==> src/hdl/blh_pkg.sv <==
`default_nettype none

package blh_pkg;

    // field and register widths
    localparam int COORD_W  = 32;
    localparam int FUNC_W   = 2;
    localparam int BIN_IDX_W = 8;
    localparam int COUNT_W  = 32;
    localparam int SUM_W    = 64;
    localparam int BOND_W   = 40;
    localparam int FRAME_W  = 32;
    localparam int BPC_W    = 13;
    localparam int CPF_W    = 16;
    localparam int BEAD_W   = 12;
    localparam int CHAIN_W  = 16;
    localparam int CFG_IDX_W  = 1;
    localparam int CFG_DATA_W = 16;

    // shared multiplier
    localparam int MUL_W  = 32;
    localparam int PROD_W = 2 * MUL_W;

    // bin index is floor(r2 * 100) with r2 in q32
    localparam int BIN_W = 40;
    localparam logic [MUL_W-1:0] BIN_SCALE = MUL_W'(100);

    // chain geometry limits
    localparam logic [BPC_W-1:0] BPC_MIN = BPC_W'(2);
    localparam logic [BPC_W-1:0] BPC_MAX = BPC_W'(4096);

    // request function codes
    localparam logic [FUNC_W-1:0] FUNC_BEAD  = 2'd0;
    localparam logic [FUNC_W-1:0] FUNC_READ  = 2'd1;
    localparam logic [FUNC_W-1:0] FUNC_CLEAR = 2'd2;

    // configuration register indexes
    localparam logic [CFG_IDX_W-1:0] CFG_BEADS_PER_CHAIN  = 1'b0;
    localparam logic [CFG_IDX_W-1:0] CFG_CHAINS_PER_FRAME = 1'b1;

    typedef enum logic [3:0] {
        ST_INIT,
        ST_IDLE,
        ST_DIFF,
        ST_MUL,
        ST_ACC,
        ST_SCALE,
        ST_BIN_HI,
        ST_BIN_LO,
        ST_BIN_SUM,
        ST_INC_RD,
        ST_INC_WR,
        ST_LOOKUP,
        ST_WIPE,
        ST_DONE
    } blh_state_t;

endpackage

`default_nettype wire

==> src/hdl/blh_mul.sv <==
`default_nettype none

module blh_mul
    import blh_pkg::*;
(
    input  wire logic              aclk,
    input  wire logic              en,
    input  wire logic [MUL_W-1:0]  op_a,
    input  wire logic [MUL_W-1:0]  op_b,
    output logic      [PROD_W-1:0] product
);

    logic [PROD_W-1:0] product_reg;

    // one registered 32x32 unsigned product
    always_ff @(posedge aclk) begin
        if (en) begin
            product_reg <= PROD_W'(op_a) * PROD_W'(op_b);
        end
    end

    assign product = product_reg;

endmodule

`default_nettype wire
==> config.mk <==
export PLATFORM = sky130hd
export DESIGN_NAME = blh_mul
export DESIGN_NICKNAME = d
export VERILOG_FILES = /design/src/hdl/blh_pkg.sv /design/src/hdl/blh_mul.sv
export SDC_FILE = /design/constraint.sdc
export NUM_CORES = 2
export LEC_CHECK = 0
export BUFFER_PORTS_ARGS = -buffer_cell sky130_fd_sc_hd__buf_2
export CAP_MARGIN = 20
export CORE_ASPECT_RATIO = 1.1
export CORE_MARGIN = 4
export CORE_UTILIZATION = 55
export CTS_CLUSTER_SIZE = 25
export DETAILED_ROUTE_END_ITERATION = 7
export PLACE_DENSITY = 0.8
export SYNTH_ARGS = -nofsm -noshare
export SYNTH_HDL_FRONTEND = slang
export SYNTH_SLANG_ARGS = --single-unit
==> constraint.sdc <==
create_clock -name aclk -period 11.5 [get_ports aclk]
set_input_delay 1.725 -clock aclk [delete_from_list [all_inputs] [get_ports aclk]]
set_output_delay 1.725 -clock aclk [all_outputs]
set_load 0.02 [all_outputs]
==> run_summary.xml <==
<?xml version="1.0" encoding="UTF-8"?>
<metrics>
  <group name="sta">
    <metric name="final.setup.tns" unit="ns">0</metric>
    <metric name="timing_worst_slew_pin_value" unit="ns">0.921</metric>
    <metric name="timing.final.hold_violations" unit="">0</metric>
    <metric name="rsz0062_at_grt" unit="">false</metric>
    <metric name="finalMaxSlewViolations" unit="">0</metric>
    <metric name="maxClockFrequency" unit="MHz">105</metric>
    <metric name="finalCritPeriodShare" unit="%">82.9</metric>
    <metric name="setup-violations-final" unit="">0</metric>
    <metric name="max_slew_margin" unit="%">38.6</metric>
    <metric name="period_minus_slack" unit="ns">9.53</metric>
  </group>
  <group name="clocking">
    <metric name="cts.root.buffer_cell" unit="">sky130_fd_sc_hd__clkbuf_16</metric>
    <metric name="htree_levels" unit="">3</metric>
    <metric name="cts_post_setup_buffers_inserted" unit="">0</metric>
    <metric name="ctsResizeCount" unit="">0</metric>
    <metric name="cts_max_path_buffers" unit="">2</metric>
    <metric name="clkSinkCount" unit="">64</metric>
    <metric name="cts_hold_buffers" unit="">0</metric>
    <metric name="tritoncts" unit="">done</metric>
    <metric name="cts_inserted_buffers" unit="">9</metric>
    <metric name="clk_pin_slew" unit="ns">0.07</metric>
  </group>
  <group name="global_route">
    <metric name="grt_max_degree" unit="">65</metric>
    <metric name="grt.overflow.total" unit="">0</metric>
    <metric name="grt_usage" unit="%">27.6</metric>
    <metric name="grt_first_pass_wirelength" unit="um">148000</metric>
    <metric name="vias_in_the_first_global_route" unit="">28723</metric>
    <metric name="antenna_found_initial" unit="">3</metric>
  </group>
  <group name="yosys">
    <metric name="share_of_flip_flops_with_an_asynchronous_set_or_reset_after_synthesis" unit="%">0</metric>
    <metric name="post-synth-top-area-fraction" unit="%">50.8</metric>
    <metric name="ranking_of_synthesized_cells_by_area" unit="">sky130_fd_sc_hd__fa_1, sky130_fd_sc_hd__and2_1, sky130_fd_sc_hd__ha_1</metric>
    <metric name="synth.cells.most_frequent" unit="">sky130_fd_sc_hd__fa_1, sky130_fd_sc_hd__inv_1, sky130_fd_sc_hd__and2_1, sky130_fd_sc_hd__nand2_1, sky130_fd_sc_hd__ha_1</metric>
    <metric name="synth-edff-count" unit="">64</metric>
    <metric name="mappedNetlistArea" unit="sq um">35300</metric>
    <metric name="mappedNetlistNets" unit="">4973</metric>
    <metric name="yosysUniqueCellTypes" unit="">57</metric>
    <metric name="synthCells" unit="">3748</metric>
    <metric name="yosys_register_bits" unit="">64</metric>
    <metric name="synth_area_leader_cell" unit="">sky130_fd_sc_hd__fa_1</metric>
    <metric name="dominantRegCellSynth" unit="">sky130_fd_sc_hd__edfxtp_1</metric>
    <metric name="synth_most_common_cell" unit="">sky130_fd_sc_hd__fa_1</metric>
    <metric name="yosysSeqAreaShare" unit="%">5.44</metric>
    <metric name="post_synth.cell_area_avg" unit="sq um">9.42</metric>
    <metric name="yosys_warnings" unit="">0</metric>
  </group>
  <group name="finish">
    <metric name="multi_input_area" unit="sq um">29300</metric>
    <metric name="syn2layout_area_growth" unit="%">3.43</metric>
    <metric name="stdcell_count" unit="">4522</metric>
    <metric name="register_area" unit="sq um">1920</metric>
    <metric name="largest_reg_flops" unit="">64</metric>
    <metric name="design.final.nets" unit="">4899</metric>
    <metric name="utilization" unit="%">57.4</metric>
    <metric name="fraction_of_layout_cells_with_a_size_suffix_above_1" unit="%">4.51</metric>
    <metric name="fillCellCount" unit="">5473</metric>
  </group>
  <group name="worst_setup_path">
    <metric name="cp-startpoint" unit="">op_b[8]</metric>
    <metric name="critical_path.slowest_cell" unit="">sky130_fd_sc_hd__a31oi_1</metric>
    <metric name="worst-path-max-fanout" unit="">32</metric>
    <metric name="setup.worst_path.class" unit="">in -&gt; reg</metric>
    <metric name="cell_by_cell_listing_of_the_critical_path" unit="">buf_2 &gt; nand2_1 &gt; fa_1 &gt; inv_1 &gt; fa_1 &gt; inv_1 &gt; fa_1 &gt; inv_1 &gt; fa_1 &gt; fa_1 &gt; fa_1 &gt; fa_1 &gt; inv_1 &gt; fa_1 &gt; inv_1 &gt; ha_1 &gt; nand4_1 &gt; or4_1 &gt; or3_1 &gt; a31oi_1 &gt; a31o_2 &gt; a211oi_1 &gt; o21ai_1 &gt; xor2_1</metric>
    <metric name="critical_path.max_stage_delay" unit="ns">0.60</metric>
    <metric name="worstSetupStartpointType" unit="">input port</metric>
    <metric name="timing.critical_path.required" unit="ns">11.59</metric>
    <metric name="endpoint_type_of_the_worst_setup_path" unit="">flop</metric>
    <metric name="worst_ep_arrival_time" unit="ns">9.62</metric>
    <metric name="cell_occurring_most_often_along_the_worst_timing_path" unit="">sky130_fd_sc_hd__fa_1</metric>
  </group>
  <group name="run_status">
    <metric name="run_status" unit="">finished, final reports clean</metric>
  </group>
  <group name="min_path">
    <metric name="hold_path.class" unit="">in -&gt; reg</metric>
    <metric name="worst_hold_path_depth" unit="">2</metric>
    <metric name="hp-start" unit="">en</metric>
  </group>
  <group name="die">
    <metric name="floorplan.core_area" unit="sq um">63600</metric>
    <metric name="die_span_y" unit="um">274</metric>
    <metric name="row_count" unit="">97</metric>
    <metric name="die-width" unit="um">250</metric>
    <metric name="start_util" unit="%">55.5</metric>
    <metric name="pin_count" unit="">130</metric>
    <metric name="die-area" unit="sq um">68300</metric>
  </group>
  <group name="route">
    <metric name="average_detailed_routed_wire_length_per_instance" unit="um">20.1</metric>
    <metric name="routed_wl" unit="um">90800</metric>
    <metric name="route.vias.total" unit="">25406</metric>
    <metric name="drcViolationCount" unit="">0</metric>
    <metric name="ant_nets" unit="">0</metric>
    <metric name="drt_first_iter_violations" unit="">1725</metric>
    <metric name="via_per_inst" unit="">5.62</metric>
    <metric name="drt_first_pass_iters" unit="">6</metric>
  </group>
  <group name="placed_design">
    <metric name="dp_cells" unit="">4504</metric>
    <metric name="finalWeightedCongestion" unit="">0.931</metric>
    <metric name="half_perimeter_wire_length_of_the_detailed_placement_result" unit="um">72900</metric>
    <metric name="portBuffers" unit="">129</metric>
  </group>
  <group name="flow_run">
    <metric name="max_cap_violations" unit="">0</metric>
  </group>
</metrics>
==> routing by layer <==
layer  vias up  wire [um]  global-route usage, %
li1      10750          -                      -
met1     13157      30500                   31.2
met3       384       5230                   2.82
met5         -         13                      0
met4         2       7000                   16.9
met2      1113      48100                   50.3
==> metrics by stage <==
step	hold WS [ns]	setup WS [ns]	instance area (sq um)
final	2.09	1.97	36500
after global routing	2.16	1.76	36500
after CTS	2.12	2.14	36500
after detailed placement	2.17	1.78	36200
after global placement	2.17	1.94	36200
after floorplan	1.84	2.90	35300
==> cell families (layout without fill, tap and decap cells) <==
group,after synthesis,count (layout),synth area share (%)
AOI/OAI and AO/OA,202,202,4.08
adders and majority gates,1159,1159,60.1
and+or+nand+nor,1177,1177,17.3
xor gates and xnor gates,60,60,1.49
DFF,64,64,5.44
buffers and inverters,1085,1016,11.6
muxes,1,1,0.0283
other,0,2,0
==> placed cells by master, fill, tap and decap left out, types with 4 or more instances in the layout <==
cell type	count
sky130_fd_sc_hd__xnor2_1	35
sky130_fd_sc_hd__edfxtp_1	64
sky130_fd_sc_hd__inv_1	865
sky130_fd_sc_hd__xor2_1	25
sky130_fd_sc_hd__a21o_1	40
sky130_fd_sc_hd__ha_1	263
sky130_fd_sc_hd__nor3_1	7
sky130_fd_sc_hd__a31oi_1	12
sky130_fd_sc_hd__nand4_1	23
sky130_fd_sc_hd__buf_2	129
sky130_fd_sc_hd__nand2_1	480
sky130_fd_sc_hd__a221o_1	4
sky130_fd_sc_hd__fa_1	896
sky130_fd_sc_hd__o21a_1	9
sky130_fd_sc_hd__nand3_1	10
sky130_fd_sc_hd__o21bai_1	10
sky130_fd_sc_hd__buf_4	6
sky130_fd_sc_hd__o21ai_1	5
sky130_fd_sc_hd__nor2_1	20
sky130_fd_sc_hd__and3_1	14
sky130_fd_sc_hd__o21ai_0	21
sky130_fd_sc_hd__and2_1	602
sky130_fd_sc_hd__clkbuf_16	9
sky130_fd_sc_hd__a21oi_1	63
==> path summary, 6_finish.rpt <==
kind                 endpoint  slack, ns
setup / recovery  product[62]       1.97
hold / removal    product[49]       2.09
==> final cells by class <==
cell class	instances	area share (%)
inverters	865	8.89
multi-input cells	2599	80.3
repair buffers	135	1.89
diodes	2	0.0137
clock inverters	5	0.178
well taps	841	2.88
clock buffers	11	0.637
flip-flops and latches	64	5.26
==> critical path, delay by kind of cell <==
kind	cells	cell delay, ns
compound gates	4	1.19
xor+xnor	1	0.08
fa+ha+maj	9	4.52
buf+inv	6	0.80
simple gates	4	1.25
Power is not shown: default switching activity piles up to over one toggle a cycle in this logic, so the estimate is an artifact.
